File: config.mk
export PLATFORM = sky130hd
export DESIGN_NAME = sha1_message_digest
export DESIGN_NICKNAME = d
export VERILOG_FILES = /design/src/sv/sha1_pkg.sv /design/src/sv/sha1_ctrl.sv /design/src/sv/sha1_dp.sv /design/src/sv/sha1_message_digest.sv
export SDC_FILE = /design/constraint.sdc
export NUM_CORES = 2
export LEC_CHECK = 0
export ABC_AREA = 1
export BUFFER_PORTS_ARGS = -buffer_cell sky130_fd_sc_hd__buf_2
export CAP_MARGIN = 15
export CORE_AREA = 2 2 433 435
export CTS_CLUSTER_DIAMETER = 100
export DETAILED_ROUTE_END_ITERATION = 8
export DIE_AREA = 0 0 435 437
export GPL_TIMING_DRIVEN = 0
export PLACE_DENSITY = 0.43
export SYNTH_ARGS = -nofsm -noshare
export SYNTH_HDL_FRONTEND = slang
export SYNTH_SLANG_ARGS = --single-unit
File: constraint.sdc
create_clock -name clk -period 15.1 [get_ports clk]
set_clock_uncertainty 0.05 [all_clocks]
set_input_delay 3.02 -clock clk [delete_from_list [all_inputs] [get_ports clk]]
set_output_delay 3.02 -clock clk [all_outputs]
set_load 0.01 [all_outputs]
File: src/sv/sha1_pkg.sv
`timescale 1ns / 1ps
// Shared constants, codes and controller/datapath link types for the SHA-1 engine.
package sha1_pkg;

	localparam int WORD_W = 32;
	localparam int HASH_WORDS = 5;

	// SHA-1 initial vector, most significant word first
	localparam logic [WORD_W-1:0] INIT_VECTOR [HASH_WORDS] = '{
		32'h6745_2301, 32'hEFCD_AB89, 32'h98BA_DCFE, 32'h1032_5476, 32'hC3D2_E1F0
	};

	// Round constants, one per group of twenty rounds
	localparam logic [WORD_W-1:0] ROUND_K [4] = '{
		32'h5A82_7999, 32'h6ED9_EBA1, 32'h8F1B_BCDC, 32'hCA62_C1D6
	};

	localparam logic [7:0] PAD_MARK = 8'h80;

	// Source of a word pushed into the block buffer
	localparam logic [2:0] PUSH_DATA  = 3'd0;
	localparam logic [2:0] PUSH_TAIL  = 3'd1;
	localparam logic [2:0] PUSH_ZERO  = 3'd2;
	localparam logic [2:0] PUSH_LENHI = 3'd3;
	localparam logic [2:0] PUSH_LENLO = 3'd4;

	// Round function groups
	localparam logic [1:0] FN_CHOOSE = 2'd0;
	localparam logic [1:0] FN_PARITY = 2'd1;
	localparam logic [1:0] FN_MAJ    = 2'd2;
	localparam logic [1:0] FN_PAR2   = 2'd3;

	typedef struct packed {
		logic       push;        // shift one word into the block buffer
		logic [2:0] push_sel;    // which word to shift in
		logic       load;        // copy hash words into the working registers
		logic       round;       // run one compression round
		logic [1:0] fsel;        // round function group
		logic       fold;        // add working registers into the hash words
		logic       capture;     // final word: add its bits, build the tail word
		logic       count_word;  // add 32 bits to the length
		logic       restart;     // back to the initial vector, length zero
		logic [2:0] out_idx;     // digest word on the output
	} sha1_cmd_t;

	typedef struct packed {
		logic [3:0] pos;         // next free slot in the block buffer
	} sha1_sts_t;

endpackage

File: src/sv/sha1_ctrl.sv
`timescale 1ns / 1ps
// Sequencer for the SHA-1 engine: intake, padding, round count and digest output.
module sha1_ctrl (
	input  logic                  clk,
	input  logic                  arst_n,
	input  logic                  in_valid,
	input  logic                  in_last,
	input  logic                  in_full,
	output logic                  in_ready,
	output logic                  out_valid,
	input  logic                  out_ready,
	output logic                  out_last,
	output sha1_pkg::sha1_cmd_t   cmd,
	input  sha1_pkg::sha1_sts_t   sts
);

	localparam logic [2:0] ST_IDLE  = 3'd0;
	localparam logic [2:0] ST_TAIL  = 3'd1;
	localparam logic [2:0] ST_ZERO  = 3'd2;
	localparam logic [2:0] ST_LENLO = 3'd3;
	localparam logic [2:0] ST_ROUND = 3'd4;
	localparam logic [2:0] ST_FOLD  = 3'd5;
	localparam logic [2:0] ST_EMIT  = 3'd6;

	localparam logic [6:0] LAST_ROUND = 7'd79;
	localparam logic [3:0] POS_LAST   = 4'd15;
	localparam logic [3:0] POS_LEN    = 4'd14;
	localparam logic [2:0] IDX_LAST   = 3'(sha1_pkg::HASH_WORDS - 1);

	logic [2:0] st_q, st_d;
	logic [2:0] res_q, res_d;
	logic [6:0] rnd_q, rnd_d;
	logic [2:0] idx_q, idx_d;

	assign in_ready  = (st_q == ST_IDLE);
	assign out_valid = (st_q == ST_EMIT);
	assign out_last  = (idx_q == IDX_LAST);

	always_comb begin
		cmd         = '0;
		cmd.out_idx = idx_q;
		st_d        = st_q;
		res_d       = res_q;
		rnd_d       = rnd_q;
		idx_d       = idx_q;

		priority if (rnd_q < 7'd20) begin
			cmd.fsel = sha1_pkg::FN_CHOOSE;
		end else if (rnd_q < 7'd40) begin
			cmd.fsel = sha1_pkg::FN_PARITY;
		end else if (rnd_q < 7'd60) begin
			cmd.fsel = sha1_pkg::FN_MAJ;
		end else begin
			cmd.fsel = sha1_pkg::FN_PAR2;
		end

		unique case (st_q)
			ST_IDLE: begin
				if (in_valid) begin
					if (!in_last) begin
						cmd.push       = 1'b1;
						cmd.push_sel   = sha1_pkg::PUSH_DATA;
						cmd.count_word = 1'b1;
						if (sts.pos == POS_LAST) begin
							cmd.load = 1'b1;
							res_d    = ST_IDLE;
							st_d     = ST_ROUND;
						end
					end else begin
						cmd.capture = 1'b1;
						st_d        = ST_TAIL;
						if (in_full) begin
							cmd.push     = 1'b1;
							cmd.push_sel = sha1_pkg::PUSH_DATA;
							if (sts.pos == POS_LAST) begin
								cmd.load = 1'b1;
								res_d    = ST_TAIL;
								st_d     = ST_ROUND;
							end
						end
					end
				end
			end
			ST_TAIL: begin
				cmd.push     = 1'b1;
				cmd.push_sel = sha1_pkg::PUSH_TAIL;
				st_d         = ST_ZERO;
				if (sts.pos == POS_LAST) begin
					cmd.load = 1'b1;
					res_d    = ST_ZERO;
					st_d     = ST_ROUND;
				end
			end
			ST_ZERO: begin
				cmd.push = 1'b1;
				if (sts.pos == POS_LEN) begin
					cmd.push_sel = sha1_pkg::PUSH_LENHI;
					st_d         = ST_LENLO;
				end else begin
					cmd.push_sel = sha1_pkg::PUSH_ZERO;
					if (sts.pos == POS_LAST) begin
						cmd.load = 1'b1;
						res_d    = ST_ZERO;
						st_d     = ST_ROUND;
					end
				end
			end
			ST_LENLO: begin
				cmd.push     = 1'b1;
				cmd.push_sel = sha1_pkg::PUSH_LENLO;
				cmd.load     = 1'b1;
				res_d        = ST_EMIT;
				st_d         = ST_ROUND;
			end
			ST_ROUND: begin
				cmd.round = 1'b1;
				if (rnd_q == LAST_ROUND) begin
					rnd_d = '0;
					st_d  = ST_FOLD;
				end else begin
					rnd_d = rnd_q + 7'd1;
				end
			end
			ST_FOLD: begin
				cmd.fold = 1'b1;
				st_d     = res_q;
			end
			ST_EMIT: begin
				if (out_ready) begin
					if (idx_q == IDX_LAST) begin
						idx_d       = '0;
						cmd.restart = 1'b1;
						st_d        = ST_IDLE;
					end else begin
						idx_d = idx_q + 3'd1;
					end
				end
			end
			default: begin
				st_d = ST_IDLE;
			end
		endcase
	end

	always_ff @(posedge clk or negedge arst_n) begin
		if (!arst_n) begin
			st_q  <= ST_IDLE;
			res_q <= ST_IDLE;
			rnd_q <= '0;
			idx_q <= '0;
		end else begin
			st_q  <= st_d;
			res_q <= res_d;
			rnd_q <= rnd_d;
			idx_q <= idx_d;
		end
	end

endmodule

File: src/sv/sha1_dp.sv
`timescale 1ns / 1ps
// SHA-1 datapath: block window, message schedule, round logic, hash words and bit length.
module sha1_dp (
	input  logic                 clk,
	input  logic                 arst_n,
	input  sha1_pkg::sha1_cmd_t  cmd,
	output sha1_pkg::sha1_sts_t  sts,
	input  logic [31:0]          in_word,
	input  logic [2:0]           in_bytes,
	output logic [31:0]          digest
);

	logic [31:0] win_q [16];
	logic [31:0] hash_q [sha1_pkg::HASH_WORDS];
	logic [31:0] a_q, b_q, c_q, d_q, e_q;
	logic [63:0] len_q;
	logic [3:0]  pos_q;
	logic [31:0] tail_q;

	logic [2:0]  nbytes;
	logic [31:0] tail_d;
	logic [31:0] push_word;
	logic [31:0] sched_x, sched_w;
	logic [31:0] fval;
	logic [31:0] tmp;

	assign sts.pos = pos_q;
	assign digest  = hash_q[cmd.out_idx];

	// counts above four saturate
	assign nbytes = in_bytes[2] ? 3'd4 : in_bytes;

	always_comb begin
		unique case (nbytes)
			3'd1:    tail_d = {in_word[31:24], sha1_pkg::PAD_MARK, 16'd0};
			3'd2:    tail_d = {in_word[31:16], sha1_pkg::PAD_MARK, 8'd0};
			3'd3:    tail_d = {in_word[31:8], sha1_pkg::PAD_MARK};
			default: tail_d = {sha1_pkg::PAD_MARK, 24'd0};
		endcase
	end

	always_comb begin
		unique case (cmd.push_sel)
			sha1_pkg::PUSH_DATA:  push_word = in_word;
			sha1_pkg::PUSH_TAIL:  push_word = tail_q;
			sha1_pkg::PUSH_LENHI: push_word = len_q[63:32];
			sha1_pkg::PUSH_LENLO: push_word = len_q[31:0];
			default:              push_word = '0;
		endcase
	end

	// window holds w[t..t+15]; the next schedule word is w[t+16]
	assign sched_x = win_q[13] ^ win_q[8] ^ win_q[2] ^ win_q[0];
	assign sched_w = {sched_x[30:0], sched_x[31]};

	always_comb begin
		unique case (cmd.fsel)
			sha1_pkg::FN_CHOOSE: fval = (b_q & c_q) | (~b_q & d_q);
			sha1_pkg::FN_MAJ:    fval = (b_q & c_q) | (b_q & d_q) | (c_q & d_q);
			default:             fval = b_q ^ c_q ^ d_q;
		endcase
	end

	assign tmp = {a_q[26:0], a_q[31:27]} + fval + e_q + sha1_pkg::ROUND_K[cmd.fsel] + win_q[0];

	always_ff @(posedge clk) begin
		if (cmd.push) begin
			for (int i = 0; i < 15; i++) begin
				win_q[i] <= win_q[i+1];
			end
			win_q[15] <= push_word;
		end else if (cmd.round) begin
			for (int i = 0; i < 15; i++) begin
				win_q[i] <= win_q[i+1];
			end
			win_q[15] <= sched_w;
		end
		if (cmd.capture) begin
			tail_q <= tail_d;
		end
		if (cmd.load) begin
			a_q <= hash_q[0];
			b_q <= hash_q[1];
			c_q <= hash_q[2];
			d_q <= hash_q[3];
			e_q <= hash_q[4];
		end else if (cmd.round) begin
			a_q <= tmp;
			b_q <= a_q;
			c_q <= {b_q[1:0], b_q[31:2]};
			d_q <= c_q;
			e_q <= d_q;
		end
	end

	always_ff @(posedge clk or negedge arst_n) begin
		if (!arst_n) begin
			for (int i = 0; i < sha1_pkg::HASH_WORDS; i++) begin
				hash_q[i] <= sha1_pkg::INIT_VECTOR[i];
			end
			len_q <= '0;
			pos_q <= '0;
		end else begin
			if (cmd.restart) begin
				for (int i = 0; i < sha1_pkg::HASH_WORDS; i++) begin
					hash_q[i] <= sha1_pkg::INIT_VECTOR[i];
				end
				len_q <= '0;
			end else begin
				if (cmd.fold) begin
					hash_q[0] <= hash_q[0] + a_q;
					hash_q[1] <= hash_q[1] + b_q;
					hash_q[2] <= hash_q[2] + c_q;
					hash_q[3] <= hash_q[3] + d_q;
					hash_q[4] <= hash_q[4] + e_q;
				end
				if (cmd.count_word) begin
					len_q <= len_q + 64'd32;
				end else if (cmd.capture) begin
					len_q <= len_q + {58'd0, nbytes, 3'd0};
				end
			end
			if (cmd.push) begin
				pos_q <= pos_q + 4'd1;
			end
		end
	end

endmodule

File: src/sv/sha1_message_digest.sv
`timescale 1ns / 1ps
// Top level of the SHA-1 message digest engine.
// Intake: one word per cycle while idle; the sixteenth word of a block starts the round
// unit, which runs 80 rounds and then a fold step before intake resumes.
// After a final word: tail, zero and length padding words, one or two compressions,
// then five digest items, one per cycle while m_tready is high.
// Reset (arst_n low, asynchronous): idle, initial vector loaded, length and position zero.
module sha1_message_digest (
	input  logic        clk,
	input  logic        arst_n,
	input  logic        s_tvalid,
	output logic        s_tready,
	input  logic [39:0] s_tdata,   // [31:0] data_word, [34:32] valid_bytes, [39:35] zero
	input  logic        s_tlast,   // final_word
	output logic        m_tvalid,
	input  logic        m_tready,
	output logic [39:0] m_tdata,   // [31:0] digest_word, [34:32] word_index, [39:35] zero
	output logic        m_tlast    // last_word
);

	sha1_pkg::sha1_cmd_t cmd;
	sha1_pkg::sha1_sts_t sts;
	logic [31:0]         digest;

	// Besides the buffer position from the datapath, the controller sees only handshakes,
	// the last-item flag and whether the final word carries a full four bytes (any count of four or more).
	sha1_ctrl u_ctrl (
		.clk       (clk),
		.arst_n    (arst_n),
		.in_valid  (s_tvalid),
		.in_last   (s_tlast),
		.in_full   (s_tdata[34]),
		.in_ready  (s_tready),
		.out_valid (m_tvalid),
		.out_ready (m_tready),
		.out_last  (m_tlast),
		.cmd       (cmd),
		.sts       (sts)
	);

	// Datapath holds the 16-word window, working registers, hash words and length.
	sha1_dp u_dp (
		.clk      (clk),
		.arst_n   (arst_n),
		.cmd      (cmd),
		.sts      (sts),
		.in_word  (s_tdata[31:0]),
		.in_bytes (s_tdata[34:32]),
		.digest   (digest)
	);

	// Digest words come straight from the hash registers, stable while stalled.
	assign m_tdata = {5'd0, cmd.out_idx, digest};

endmodule

==> flow_summary.toml <==
[outcome]
status = "finished clean"

[grt]
first_global_vias = 44560
track_usage_pct = 24.30
grt_pass1_wl_mm = 329.7
antenna_found_initial = 11
grt_max_degree = 117
overflow = 0

[synthesis]
yosysMostFrequentCell = "nand2_1"
async_flop_share_pct = 25.69
avgSynthCellArea_um2 = 8.526
yosysWarnings = 0
synthCells = 6484
synth_top_flop_cell = "edfxtp_1"
syn-cell-area_um2 = 55290
ys_top_cells_by_area = "edfxtp_1 (38%), nand2_1 (12%), inv_1 (7.7%)"
yosys.area.top_type = "edfxtp_1"
synth.top_cell.area_share_pct = 37.86
synthTopCellsByCount = "nand2_1 (1754), inv_1 (1141), edfxtp_1 (697)"
yosys_register_bits = 938
seq_area_frac_synth_pct = 48.95
synth_edf_count = 697
synth_cell_type_count = 60

[setup_path]
critPathMostFrequentCell = "clkbuf_1"
required_ps = 12030
r2r_end = "u_dp.a_q[15]"
arrival_ps = 4380
cp_slowest_cell = "clkbuf_1"
path_cells = "clkbuf_1 > clkbuf_1 > clkbuf_1 > a21oi_1 > o21ai_0 > nand3_1 > o21ai_0 > buf_2"
cp_top_family = "buffers and inverters"
path_class = "flip-flop to output port"
cp-start-kind = "flip-flop"
slowest_delay_ps = 770
cp-end-kind = "output port"
r2r_cells = 20
crit_path_max_fanout = 10
reg2reg_from = "u_ctrl.rnd_q[5]"
crit_buf_inv = 4
r2r_slack_ps = 7770

[timing]
fin_crit_ps = 7447
max_freq_mhz = 134.3
setup_tns_ps = 0
relSlewSlack_pct = 14.90
setup_viol = 0
rsz0062_at_grt = "false"
tightest_slew_ps = 1263
fin_crit_sh_pct = 49.32
finalHoldViolations = 0
drv_slew = 0

[route]
vias = 45990
wl_per_cell_um = 25.32
ant_nets = 0
drt_iter0_drc = 4707
drt-pass1-iter-count = 6
totalWireLength_mm = 234.7
viasPerCell = 4.961
drc = 0

[hold_path]
worstHoldPathCells = 0
hold_path.class = "flip-flop to flip-flop"
min_to = "u_dp.win_q[6][3]"
min_from = "u_dp.win_q[7][3]"

[cts]
clk_pin_slew_ps = 70
clk_latency_ps = 780
cts_buffers = 108
ctsResizeCount = 0
cts_sinks = 938
cts_max_level = 3
postCtsHoldBufs = 0
cts_setup_buffers = 0
cts_tree = "done"
cts_buffer_depth = 3
clock-root-buffer = "clkbuf_16"

[finish]
layout-drive-gt1-share_pct = 6.586
nets = 7066
syn_to_final_growth_pct = 13.76
layout.cells.non_filler = 9270
fillCellCount = 19600

[die]
core_um2 = 185000
io_pins = 88
die_w_um = 435
die_area_um2 = 190100
die_h_um = 437
initial_utilization_pct = 29.88
rows = 158

[place]
portBuffers = 77
hpwl_mm = 190.2
place_inst = 9064
finalWeightedCongestion = 1.033

[run]
maxCapViolCount = 0
==> through the flow <==
stage | utilization, % | setup WS (ps) | cell area, um2 | hold slack [ps]
5_1_grt | 33.99 | 7573 | 62890 | 368.8
3_5_place_dp | 32.00 | 7877 | 59220 | 354.5
4_1_cts | 33.98 | 7848 | 62870 | 362.5
2_1_floorplan | - | 4555 | 55300 | 350.3
6_report | 33.99 | 7653 | 62900 | 358.5
3_3_place_gp | 31.77 | 1122 | 58790 | 350.5
==> state kept, by name, summed over array words and instances (netlist names), 25 cells and up <==
signal and flops:
u_dp.a_q 32, u_dp.b_q 32, u_dp.c_q 32, u_dp.d_q 32, u_dp.e_q 32, u_dp.hash_q 160, u_dp.len_q 61, u_dp.tail_q 25
u_dp.win_q 512
==> routing by layer <==
layer | GRT usage [%] | vias up | share of wire (%)
met5 | 0 | - | 0.012
met4 | 11.41 | 4 | 5.4
met1 | 32.36 | 22450 | 43
met3 | 3.761 | 389 | 6.2
li1 | - | 21560 | -
met2 | 38.70 | 1595 | 45
==> logic make-up after synthesis <==
| kind of cell | synth area share [%] |
|---|---|
| compound gates | 9.227 |
| xor+xnor | 2.392 |
| fa+ha+maj | 9.089 |
| buf+inv | 9.001 |
| flops | 48.95 |
| mux | 0.2354 |
| other cells | 0.006783 |
| simple gates | 21.10 |
==> area by class of cell <==
cell class,instances,area (um2),area share [%]
sequential,938,27060,43.03
multi-input combinational,4255,23290,37.03
inverter,1152,4324,6.875
tap,2480,3103,4.934
clock buffer,137,2893,4.599
timing repair buffer,97,802.0,1.275
clock inverter,65,759.5,1.208
buffer,143,658.1,1.046
antenna,3,7.507,0.01194
==> worst max path at each step <==
stage / depth (start not counted) / to / start / slack, ps
finish: 8 / m_tdata[2] / u_ctrl.idx_q[0] / 7650
global placement: 7 / u_dp.win_q[12][4] / s_tlast / 1120
detailed placement: 20 / u_dp.a_q[15] / u_ctrl.rnd_q[5] / 7880
CTS: 20 / u_dp.a_q[15] / u_ctrl.rnd_q[5] / 7850
floorplan: 6 / u_dp.win_q[0][0] / s_tlast / 4560
global route: 20 / u_dp.a_q[15] / u_ctrl.rnd_q[5] / 7570
==> cell usage in the layout, fill, tap and decap left out, types with 34 or more instances in the layout <==
master and n:
clkbuf_1 94, a21oi_1 289, xor2_1 34, xnor2_1 117, clkbuf_16 109, dfrtp_1 161
edfxtp_1 697, nand2_1 1752, dfstp_2 80, inv_1 1141, fa_1 126, nand3_1 378
o21ai_0 403, nand4_1 78, o22ai_1 116, nor2_1 480, nor3_1 67, o21bai_1 45
ha_1 200, buf_2 118
Power is left out: the tool's default activity adds up to more than one toggle a clock period on the data nets, which glitch-free logic cannot reach.
